File: src/sv/rng_pkg.sv
package rng_pkg;

  localparam int MAX_NODES  = 64;
  localparam int COORD_BITS = 16;

  localparam int IDX_W   = $clog2(MAX_NODES);
  localparam int CNT_W   = $clog2(MAX_NODES + 1);
  localparam int PT_W    = 2 * COORD_BITS;
  localparam int SQ_W    = 2 * COORD_BITS;
  localparam int SUM_W   = SQ_W + 1;
  localparam int RAD_W   = 16;
  localparam int LIM_W   = 2 * RAD_W;
  localparam int CMP_W   = (SUM_W > LIM_W) ? SUM_W : LIM_W;
  localparam int IN_W    = 16;
  localparam int NODE_W  = 6;
  localparam int MASK_W  = 64;
  localparam int TOTAL_W = 6;
  localparam int NCFG_W  = 7;

  localparam logic OP_LOAD  = 1'b0;
  localparam logic OP_QUERY = 1'b1;

  localparam logic REG_RADIUS     = 1'b0;
  localparam logic REG_NODE_COUNT = 1'b1;

  typedef logic signed [COORD_BITS-1:0] coord_t;

  typedef struct packed {
    logic             valid;
    logic [IDX_W-1:0] tag;
  } dist_req_t;

  typedef struct packed {
    logic             valid;
    logic [IDX_W-1:0] tag;
    logic             hit;
    logic             busy;
  } dist_res_t;

  // Sign-extend the 16-bit input, then wrap it to the stored coordinate width.
  function automatic coord_t to_coord(input logic signed [IN_W-1:0] v);
    logic signed [31:0] ext;
    ext = 32'(v);
    return ext[COORD_BITS-1:0];
  endfunction

endpackage

File: src/sv/rng_point_mem.sv
module rng_point_mem import rng_pkg::*; (
  input  logic             clk,
  input  logic             wr_en,
  input  logic [IDX_W-1:0] wr_addr,
  input  logic [PT_W-1:0]  wr_data,
  input  logic [IDX_W-1:0] rd_addr,
  output logic [PT_W-1:0]  rd_data
);

  logic [PT_W-1:0] mem [MAX_NODES];

  always_ff @(posedge clk) begin
    if (wr_en) begin
      mem[wr_addr] <= wr_data;
    end
  end

  always_ff @(posedge clk) begin
    rd_data <= mem[rd_addr];
  end

endmodule

File: src/sv/rng_dist_unit.sv
module rng_dist_unit import rng_pkg::*; (
  input  logic             clk,
  input  logic             rst,
  input  dist_req_t        req,
  input  logic [PT_W-1:0]  point,
  input  coord_t           qx,
  input  coord_t           qy,
  input  logic [LIM_W-1:0] limit,
  output dist_res_t        res
);

  // Three stages: absolute differences, squares, then sum and compare.
  logic                  s1_valid, s2_valid, s3_valid;
  logic [IDX_W-1:0]      s1_tag, s2_tag, s3_tag;
  logic [COORD_BITS-1:0] adx, ady;
  logic [SQ_W-1:0]       sqx, sqy;
  logic                  s3_hit;

  logic [COORD_BITS-1:0] adx_next, ady_next;
  logic                  hit_next;

  always_comb begin
    logic signed [COORD_BITS:0] dx, dy;
    logic signed [COORD_BITS:0] mx, my;
    logic [SUM_W-1:0]           sum;
    coord_t                     px, py;
    px = point[PT_W-1:COORD_BITS];
    py = point[COORD_BITS-1:0];
    dx = (COORD_BITS+1)'(px) - (COORD_BITS+1)'(qx);
    dy = (COORD_BITS+1)'(py) - (COORD_BITS+1)'(qy);
    mx = dx[COORD_BITS] ? -dx : dx;
    my = dy[COORD_BITS] ? -dy : dy;
    adx_next = mx[COORD_BITS-1:0];
    ady_next = my[COORD_BITS-1:0];
    sum = SUM_W'(sqx) + SUM_W'(sqy);
    hit_next = CMP_W'(sum) <= CMP_W'(limit);
  end

  always_ff @(posedge clk) begin
    if (rst) begin
      s1_valid <= 1'b0;
      s2_valid <= 1'b0;
      s3_valid <= 1'b0;
    end else begin
      s1_valid <= req.valid;
      s2_valid <= s1_valid;
      s3_valid <= s2_valid;
    end
  end

  always_ff @(posedge clk) begin
    s1_tag <= req.tag;
    adx    <= adx_next;
    ady    <= ady_next;
    s2_tag <= s1_tag;
    sqx    <= SQ_W'(adx) * SQ_W'(adx);
    sqy    <= SQ_W'(ady) * SQ_W'(ady);
    s3_tag <= s2_tag;
    s3_hit <= hit_next;
  end

  assign res.valid = s3_valid;
  assign res.tag   = s3_tag;
  assign res.hit   = s3_hit;
  assign res.busy  = s1_valid | s2_valid | s3_valid;

endmodule

File: src/sv/radius_neighbor_graph_top.sv
// Fixed-radius neighbor search over a table of up to 64 points. A load word writes one point
// and gives no result. A query word reads the named point, then streams every stored point
// below node_count through one pipelined squared-distance unit, one point per cycle on the
// table's single read port, and returns the neighbor mask and its count. After a query is
// taken, input stall stays high while the block fetches the queried point, examines every
// node below node_count (capped at 64), drains the distance pipeline and hands over the
// result. A node_count of zero skips the sweep. The finished result sits in an output
// register, so the next word is taken while it waits; a second query that finishes before
// the first result is taken holds, with stall still high, until it is.
module radius_neighbor_graph_top import rng_pkg::*; (
  input  logic                         clk,
  input  logic                         rst,
  input  logic                         cfg_wr_en,
  input  logic                         cfg_index,
  input  logic [RAD_W-1:0]             cfg_data,
  input  logic                         in_valid,
  output logic                         in_stall,
  input  logic                         op,
  input  logic [NODE_W-1:0]            node_index,
  input  logic signed [IN_W-1:0]       x_coord,
  input  logic signed [IN_W-1:0]       y_coord,
  output logic                         out_valid,
  input  logic                         out_stall,
  output logic [NODE_W-1:0]            queried_node,
  output logic [MASK_W-1:0]            neighbor_mask,
  output logic [TOTAL_W-1:0]           neighbor_total
);

  typedef enum logic [4:0] {
    S_IDLE  = 5'b00001,
    S_QLOAD = 5'b00010,
    S_SWEEP = 5'b00100,
    S_DRAIN = 5'b01000,
    S_DONE  = 5'b10000
  } state_t;

  state_t             state;
  logic [RAD_W-1:0]   radius;
  logic [NCFG_W-1:0]  node_count;
  logic [CNT_W-1:0]   j;
  logic [CNT_W-1:0]   count;
  logic [NODE_W-1:0]  qidx;
  coord_t             qx, qy;
  logic [LIM_W-1:0]   limit;
  logic [MASK_W-1:0]  mask;
  logic [TOTAL_W-1:0] total;
  dist_req_t          req;

  logic               in_acc;
  logic               out_acc;
  logic               idx_ok;
  logic [CNT_W-1:0]   count_sat;
  logic [IDX_W-1:0]   rd_addr;
  logic [PT_W-1:0]    rd_data;
  logic               wr_en;
  dist_res_t          res;

  assign in_stall = (state != S_IDLE);
  assign in_acc   = in_valid && !in_stall;
  assign out_acc  = out_valid && !out_stall;
  assign idx_ok   = 32'(node_index) < MAX_NODES;
  assign count_sat = (32'(node_count) > MAX_NODES) ? CNT_W'(MAX_NODES) : CNT_W'(node_count);
  assign wr_en    = in_acc && (op == OP_LOAD) && idx_ok;
  assign rd_addr  = (state == S_IDLE) ? IDX_W'(node_index) : j[IDX_W-1:0];

  rng_point_mem u_mem (
    .clk     (clk),
    .wr_en   (wr_en),
    .wr_addr (IDX_W'(node_index)),
    .wr_data ({to_coord(x_coord), to_coord(y_coord)}),
    .rd_addr (rd_addr),
    .rd_data (rd_data)
  );

  rng_dist_unit u_dist (
    .clk   (clk),
    .rst   (rst),
    .req   (req),
    .point (rd_data),
    .qx    (qx),
    .qy    (qy),
    .limit (limit),
    .res   (res)
  );

  always_ff @(posedge clk) begin
    if (rst) begin
      radius     <= '0;
      node_count <= '0;
    end else if (cfg_wr_en) begin
      unique case (cfg_index)
        REG_RADIUS:     radius     <= cfg_data;
        REG_NODE_COUNT: node_count <= cfg_data[NCFG_W-1:0];
      endcase
    end
  end

  always_ff @(posedge clk) begin
    if (rst) begin
      state     <= S_IDLE;
      req.valid <= 1'b0;
      out_valid <= 1'b0;
    end else begin
      req.valid <= (state == S_SWEEP);
      req.tag   <= j[IDX_W-1:0];
      if (out_acc && (state != S_DONE)) begin
        out_valid <= 1'b0;
      end
      unique case (state)
        S_IDLE: begin
          if (in_acc && (op == OP_QUERY)) begin
            state <= S_QLOAD;
          end
        end
        S_QLOAD: begin
          state <= (count == '0) ? S_DRAIN : S_SWEEP;
        end
        S_SWEEP: begin
          if (j + 1'b1 == count) begin
            state <= S_DRAIN;
          end
        end
        S_DRAIN: begin
          if (!req.valid && !res.busy) begin
            state <= S_DONE;
          end
        end
        S_DONE: begin
          if (!out_valid || out_stall == 1'b0) begin
            out_valid <= 1'b1;
            state     <= S_IDLE;
          end
        end
        default: state <= S_IDLE;
      endcase
    end
  end

  always_ff @(posedge clk) begin
    unique case (state)
      S_IDLE: begin
        qidx  <= node_index;
        count <= idx_ok ? count_sat : '0;
        limit <= LIM_W'(radius) * LIM_W'(radius);
        j     <= '0;
        mask  <= '0;
        total <= '0;
      end
      S_QLOAD: begin
        qx <= rd_data[PT_W-1:COORD_BITS];
        qy <= rd_data[COORD_BITS-1:0];
      end
      S_SWEEP: begin
        j <= j + 1'b1;
      end
      S_DRAIN, S_DONE: begin
      end
      default: begin
      end
    endcase
    // A node is never its own neighbor.
    if (res.valid && res.hit && (NODE_W'(res.tag) != qidx)) begin
      mask[res.tag] <= 1'b1;
      total         <= total + 1'b1;
    end
    if ((state == S_DONE) && (!out_valid || !out_stall)) begin
      queried_node   <= qidx;
      neighbor_mask  <= MASK_W'(mask);
      neighbor_total <= total;
    end
  end

endmodule

File: config.mk
export PLATFORM = sky130hd
export DESIGN_NAME = radius_neighbor_graph_top
export DESIGN_NICKNAME = d
export VERILOG_FILES = /design/src/sv/rng_pkg.sv /design/src/sv/rng_point_mem.sv /design/src/sv/rng_dist_unit.sv /design/src/sv/radius_neighbor_graph_top.sv
export SDC_FILE = /design/constraint.sdc
export NUM_CORES = 2
export LEC_CHECK = 0
export BUFFER_PORTS_ARGS = -buffer_cell sky130_fd_sc_hd__buf_2
export CORE_ASPECT_RATIO = 1.5
export CORE_MARGIN = 5
export CORE_UTILIZATION = 65
export DETAILED_ROUTE_END_ITERATION = 10
export GPL_ROUTABILITY_DRIVEN = 0
export PLACE_DENSITY = 0.82
export REMOVE_ABC_BUFFERS = 1
export SLEW_MARGIN = 30
export SYNTH_ARGS = -nofsm -noshare
export SYNTH_HDL_FRONTEND = slang
export SYNTH_HIERARCHICAL = 1
export SYNTH_SLANG_ARGS = --single-unit
File: constraint.sdc
create_clock -name clk -period 9.8 [get_ports clk]
set_clock_uncertainty 0.2 [all_clocks]
set_input_delay 1.96 -clock clk [delete_from_list [all_inputs] [get_ports clk]]
set_output_delay 1.96 -clock clk [all_outputs]
set_load 0.05 [all_outputs]
======== Word-level counts from Yosys, hierarchy flattened ========
Memories as Yosys holds them, arrays and structs flattened. A register that Yosys moved wholly into a read port is not among the register bits.
Index checks and enable logic that the tools add are counted.
storage, ports and cells
  flip-flop bits (word level) ............. 384
  memory bits (writable) .................. 2048
  input port bits ......................... 61
  output and inout port bits .............. 78
  word-level logic and storage cells ...... 106
  memories ................................ 1
memories
  name       depth  bits a word  rd ports  clocked after Yosys merged registers in  wr ports  line                 source
  u_mem.mem  64     32           1         1                                        1         rng_point_mem.sv:10  logic [PT_W-1:0] mem [MAX_NODES];
cells by class
  add/subtract/negate cells ............... 7
  multiply operators ...................... 3
  order comparisons ....................... 4
  eq/ne operators ......................... 13
  multiplexer cells ....................... 21
  bitwise gates (word level) .............. 6
  reductions and logical operators ........ 23
operators with widths
  cell                                                  number
  two-way mux 64 bit                                    2
  multiplier 16 x 16 -> 32 bit                          3
  OR 64 bit                                             1
  subtractor 16 x 16 -> 17 bit                          2
  adder 32 x 32 -> 33 bit                               1
  less-or-equal comparator 33 x 32 -> 1 bit             1
  two-way mux 16 bit                                    2
  negation 16 bit                                       2
  one-hot mux 5 bit (5 select lines)                    1
  two-way mux 5 bit                                     4
  two-way mux 6 bit                                     3
  one-hot mux 7 bit (2 select lines)                    1
  logical AND 1 bit                                     10
  adder 7 x 1 -> 7 bit (second input constant)          1
  equality test 7 bit                                   1
  > comparator 7 bit (second input constant)            1
  logical NOT 7 bit                                     1
  < comparator 6 x 7 -> 1 bit (second input constant)   1
  adder 6 x 1 -> 6 bit (second input constant)          1
  demux 1 bit (select 6 bit)                            1
  >= comparator 6 x 1 -> 1 bit (second input constant)  1
  two-way mux 1 bit                                     6
  inequality test 6 bit                                 1
  equality test 5 x 1 -> 1 bit (second input constant)  1
  other kinds (16)                                      28

======== Logic depth before layout (Yosys ltp) ========
  depth in word-level cells ............... 6
  mapped depth ............................ 25

======== Hierarchy ========
The synthesis kept the hierarchy.
by module, submodules not included
  module                     instances  cells an instance  area an instance (um^2)  seq. area each (um^2)
  rng_point_mem              1          3324               78515.3                  62139.6
  rng_dist_unit              1          2435               21466.8                  2322.2
  radius_neighbor_graph_top  1          1422               16204.3                  7016.7

======== Least setup slack after synthesis ========
No wires, ideal clock.
  path kind ............................... reg-to-reg
  from .................................... reg radius[4]
  to ...................................... reg limit[31] (data pin)
  setup time .............................. 0.135 ns
  arrival time ............................ 6.229 ns
  required time ........................... 9.465 ns
  setup slack ............................. 3.236 ns
  cell stages (with the launch flop) ...... 22
  cells stage by stage .................... dfxtp_1 -> clkbuf_1 -> clkbuf_1 -> nand2_1 -> fa_1 -> inv_1 -> fa_1 -> fa_1 -> fa_1 -> fa_1 -> inv_1 -> fa_1 -> inv_1 -> ha_1 -> o21ai_0 -> nor2_1 -> or4_1 -> a221oi_2 -> o31a_4 -> o31ai_4 -> or4_1 -> nand3_1
between the ends
  word-level cells in the longest chain between the ends .. 1
RTL lines
  element                       line                              source
  start, declared               radius_neighbor_graph_top.sv:38   logic [RAD_W-1:0] radius;
  start signal, assigned        radius_neighbor_graph_top.sv:92   REG_RADIUS: radius <= cfg_data;
  multiplier 16 x 16 -> 32 bit  radius_neighbor_graph_top.sv:144  limit <= LIM_W'(radius) * LIM_W'(radius);
  end signal, assigned          radius_neighbor_graph_top.sv:144
  end, declared                 radius_neighbor_graph_top.sv:44   logic [LIM_W-1:0] limit;
Every way passes these cells.
A chain may end at the register's enable or synchronous reset.

======== Worst setup path in the final report ========
  from .................................... reg u_dist.adx[9]
  to ...................................... reg u_dist.sqx[29]
between the ends
  word-level cells in the longest chain between the ends .. 1
RTL lines
  element                       line                 source
  start, declared               rng_dist_unit.sv:15  logic [COORD_BITS-1:0] adx, ady;
  start signal, assigned        rng_dist_unit.sv:53  adx <= adx_next;
  multiplier 16 x 16 -> 32 bit  rng_dist_unit.sv:56  sqx <= SQ_W'(adx) * SQ_W'(adx);
  end signal, assigned          rng_dist_unit.sv:56
  end, declared                 rng_dist_unit.sv:16  logic [SQ_W-1:0] sqx, sqy;
Every way passes these cells.

==> impl_metrics.env <==
export IMPL_outcome="finished, final reports clean"
export IMPL_max_slew_margin_rel=0.256
export IMPL_ys_warn_count=6
export IMPL_vias=65700
export IMPL_grt_ovfl_total=0
export IMPL_cts_buffer_depth=3
export IMPL_dr_first_iter_drc_count=8142
export IMPL_maxCapViolations=0
export IMPL_r2r_setup_slack_ns=2.73
export IMPL_tritoncts="done"
export IMPL_netlist_area_sq_um=116000
export IMPL_min_path_cells=0
export IMPL_final_common_cell="edfxtp_1"
export IMPL_crit_chain="and2_1 -> fa_1 -> inv_1 -> fa_1 -> inv_1 -> fa_1 -> inv_1 -> fa_1 -> inv_1 -> fa_1 -> inv_1 -> fa_1 -> inv_1 -> ha_1 -> and4_1 -> o211a_1 -> a221o_1 -> o31a_1 -> a21o_1 -> a2111oi_0 -> o21bai_1 -> o31ai_2 -> xnor2_1"
export IMPL_synthArstFlopShare=0
export IMPL_wl_per_cell_microns=30.6
export IMPL_final_nets=8324
export IMPL_crit_start="u_dist/adx[9]$_DFF_P_"
export IMPL_synth_seq_cells=2461
export IMPL_synth_edf_count=2219
export IMPL_rows=190
export IMPL_startpoint_type="register"
export IMPL_grt_usage=0.325
export IMPL_cts_resized=0
export IMPL_synth_area_top_cells="edfxtp_1 (57%), mux4_2 (11%), fa_1 (8.4%)"
export IMPL_ant_nets=0
export IMPL_finalInstanceArea_sq_um=127000
export IMPL_area_delta_synth_final_pct=9.15
export IMPL_critPathArrivalTime_ns=7.61
export IMPL_first_global_vias=68600
export IMPL_fmax_mhz=141
export IMPL_cts_buffers=205
export IMPL_reg2regPathDepth=23
export IMPL_most_common_layout_cells="edfxtp_1 (2219), inv_1 (860), mux4_2 (544), fa_1 (490), ha_1 (406)"
export IMPL_hold_end="u_dist/s2_tag[3]$_DFF_P_"
export IMPL_grt_pass1_wl_microns=443000
export IMPL_portBuffers=138
export IMPL_n_fill_cell=10500
export IMPL_core_area_sq_um=178000
export IMPL_first_pass_iters=6
export IMPL_dp_hpwl_microns=181000
export IMPL_hold_buffers=0
export IMPL_regToRegStartpoint="u_dist/adx[9]$_DFF_P_"
export IMPL_crit_path_end_kind="register"
export IMPL_yosysTopAreaCell="edfxtp_1"
export IMPL_synth_avg_cell_area_sq_um=16.2
export IMPL_setup_ws_ns=2.73
export IMPL_synth_ff_type="edfxtp_1"
export IMPL_clock_sinks=2461
export IMPL_whs_ns=0.127
export IMPL_cts_root_buffer="clkbuf_16"
export IMPL_hold_start="u_dist/s1_tag[3]$_DFF_P_"
export IMPL_clk_pin_slew_worst_paths_ns=0.07
export IMPL_io_pin_count=139
export IMPL_grt_max_degree=101
export IMPL_drc=0
export IMPL_cp_data_required_time_ns=10.34
export IMPL_initial_utilization=0.652
export IMPL_drive_above_1_share=0.165
export IMPL_min_path_type="register to register"
export IMPL_placed_area_sq_um=120000
export IMPL_htreeDepth=4
export IMPL_clock_latency_ns=0.88
export IMPL_dp_slack_ns=2.83
export IMPL_dieArea_sq_um=187000
export IMPL_yosysSeqAreaShare=0.615
export IMPL_setup_tns_ns=0
export IMPL_fin_crit_ns=7.07
export IMPL_post_route_period_util=0.721
export IMPL_seqCellArea_sq_um=71500
export IMPL_path_max_fanout=17
export IMPL_reg2reg_to="u_dist/sqx[29]$_DFF_P_"
export IMPL_setup_viol=0
export IMPL_antenna_found_initial=14
export IMPL_synth_top_area_frac=0.574
export IMPL_crit_slowest_cell="fa_1"
export IMPL_syn_inst=7181
export IMPL_rsz0062_at_grt="no"
export IMPL_cts_setup_buffers=0
export IMPL_drt_wl_total_microns=302000
export IMPL_final_hold_violation_count=0
export IMPL_path_class="register to register"
export IMPL_synthDistinctLibCells=95
export IMPL_tightest_slew_ns=1.11
export IMPL_die_h_microns=528
export IMPL_viasPerCell=6.67
export IMPL_multi_input_comb_area_sq_um=40800
export IMPL_crit_path_max_incr_delay_ns=0.55
export IMPL_die_w_microns=355
export IMPL_slew_violations=0
[worst max-delay path: cells and delay by family (launching register included)]
kind / cells / cell delay [ns]
adder cells (fa/ha/maj): 7 / 3.35
AO/OA/AOI/OAI: 7 / 1.91
AND/OR/NAND/NOR: 2 / 0.56
flip-flops: 1 / 0.53
buffers and inverters: 6 / 0.31
XOR/XNOR: 1 / 0.14
[cells by family (layout without fill, tap and decap cells)]
group / after synthesis / after routing / share of synthesized area
DFF: 2461 / 2461 / 0.615
buffers and inverters: 1141 / 1499 / 0.0387
and+or+nand+nor: 1085 / 1085 / 0.0445
adders and majority gates: 896 / 896 / 0.128
AOI/OAI and AO/OA: 751 / 751 / 0.0441
muxes: 644 / 644 / 0.114
xor gates and xnor gates: 202 / 202 / 0.0152
other: 1 / 7 / 0.0000323
[Yosys cell counts (37+ instances only)]
master and n:
a21o_1 70, buf_2 62, xnor2_1 134, nor2b_1 54, edfxtp_1 2219, mux2i_1 95, a21oi_1 216, a22o_1 64
mux4_2 544, clkbuf_1 163, ha_1 406, inv_1 861, nand2_1 365, nor3_1 37, o22ai_1 86, nor2_1 285
o21ai_0 78, and2_1 134, dfxtp_1 242, xor2_1 68, nand3_1 48, fa_1 490
[flip-flops by register name (all words and copies together) (netlist names), 5 cells and up]
signal          count
u_dist/ady         16
neighbor_total      6
node_count          7
u_dist/sqy         31
total               6
u_dist/sqx         31
u_dist/adx         16
u_dist/s3_tag       6
u_mem/rd_data      32
qx                 16
mask               64
u_dist/s2_tag       6
limit              31
u_mem/mem        2048
qy                 16
radius             16
neighbor_mask      64
count               7
j                   7
state               5
req                 7
queried_node        6
u_dist/s1_tag       6
qidx                6
[final cells by class]
type,count,area share
diodes,6,0.000118
clock buffers,263,0.0433
clock inverters,116,0.00879
inverters,861,0.0255
multi-input cells,3579,0.322
flip-flops and latches,2461,0.564
well taps,2304,0.0227
repair buffers,259,0.0142
[routing by layer]
metal,GRT usage,part of all wire
met4,0.201,0.080
met2,0.568,0.52
met1,0.376,0.31
met5,0,0.00018
met3,0.0554,0.093
[worst max path at each step]
stage	end	slack, ns	depth (start not counted)
floorplan	u_mem/rd_data[29]$_DFF_P_	-17.19	10
global placement	u_dist/sqx[29]$_DFF_P_	2.84	23
detailed placement	u_dist/sqx[29]$_DFF_P_	2.83	23
CTS	u_dist/sqx[29]$_DFF_P_	2.80	23
global route	u_dist/sqx[29]$_DFF_P_	2.38	22
finish	u_dist/sqx[29]$_DFF_P_	2.73	23
[per-stage QoR]
step,cells,util
3_3_place_gp,9462,0.673
4_1_cts,9842,0.711
6_report,9849,0.711
3_5_place_dp,9463,0.674
2_1_floorplan,6901,-
5_1_grt,9844,0.711
Power is not shown: default switching activity piles up to over one toggle a cycle in this logic, so the estimate is an artifact.
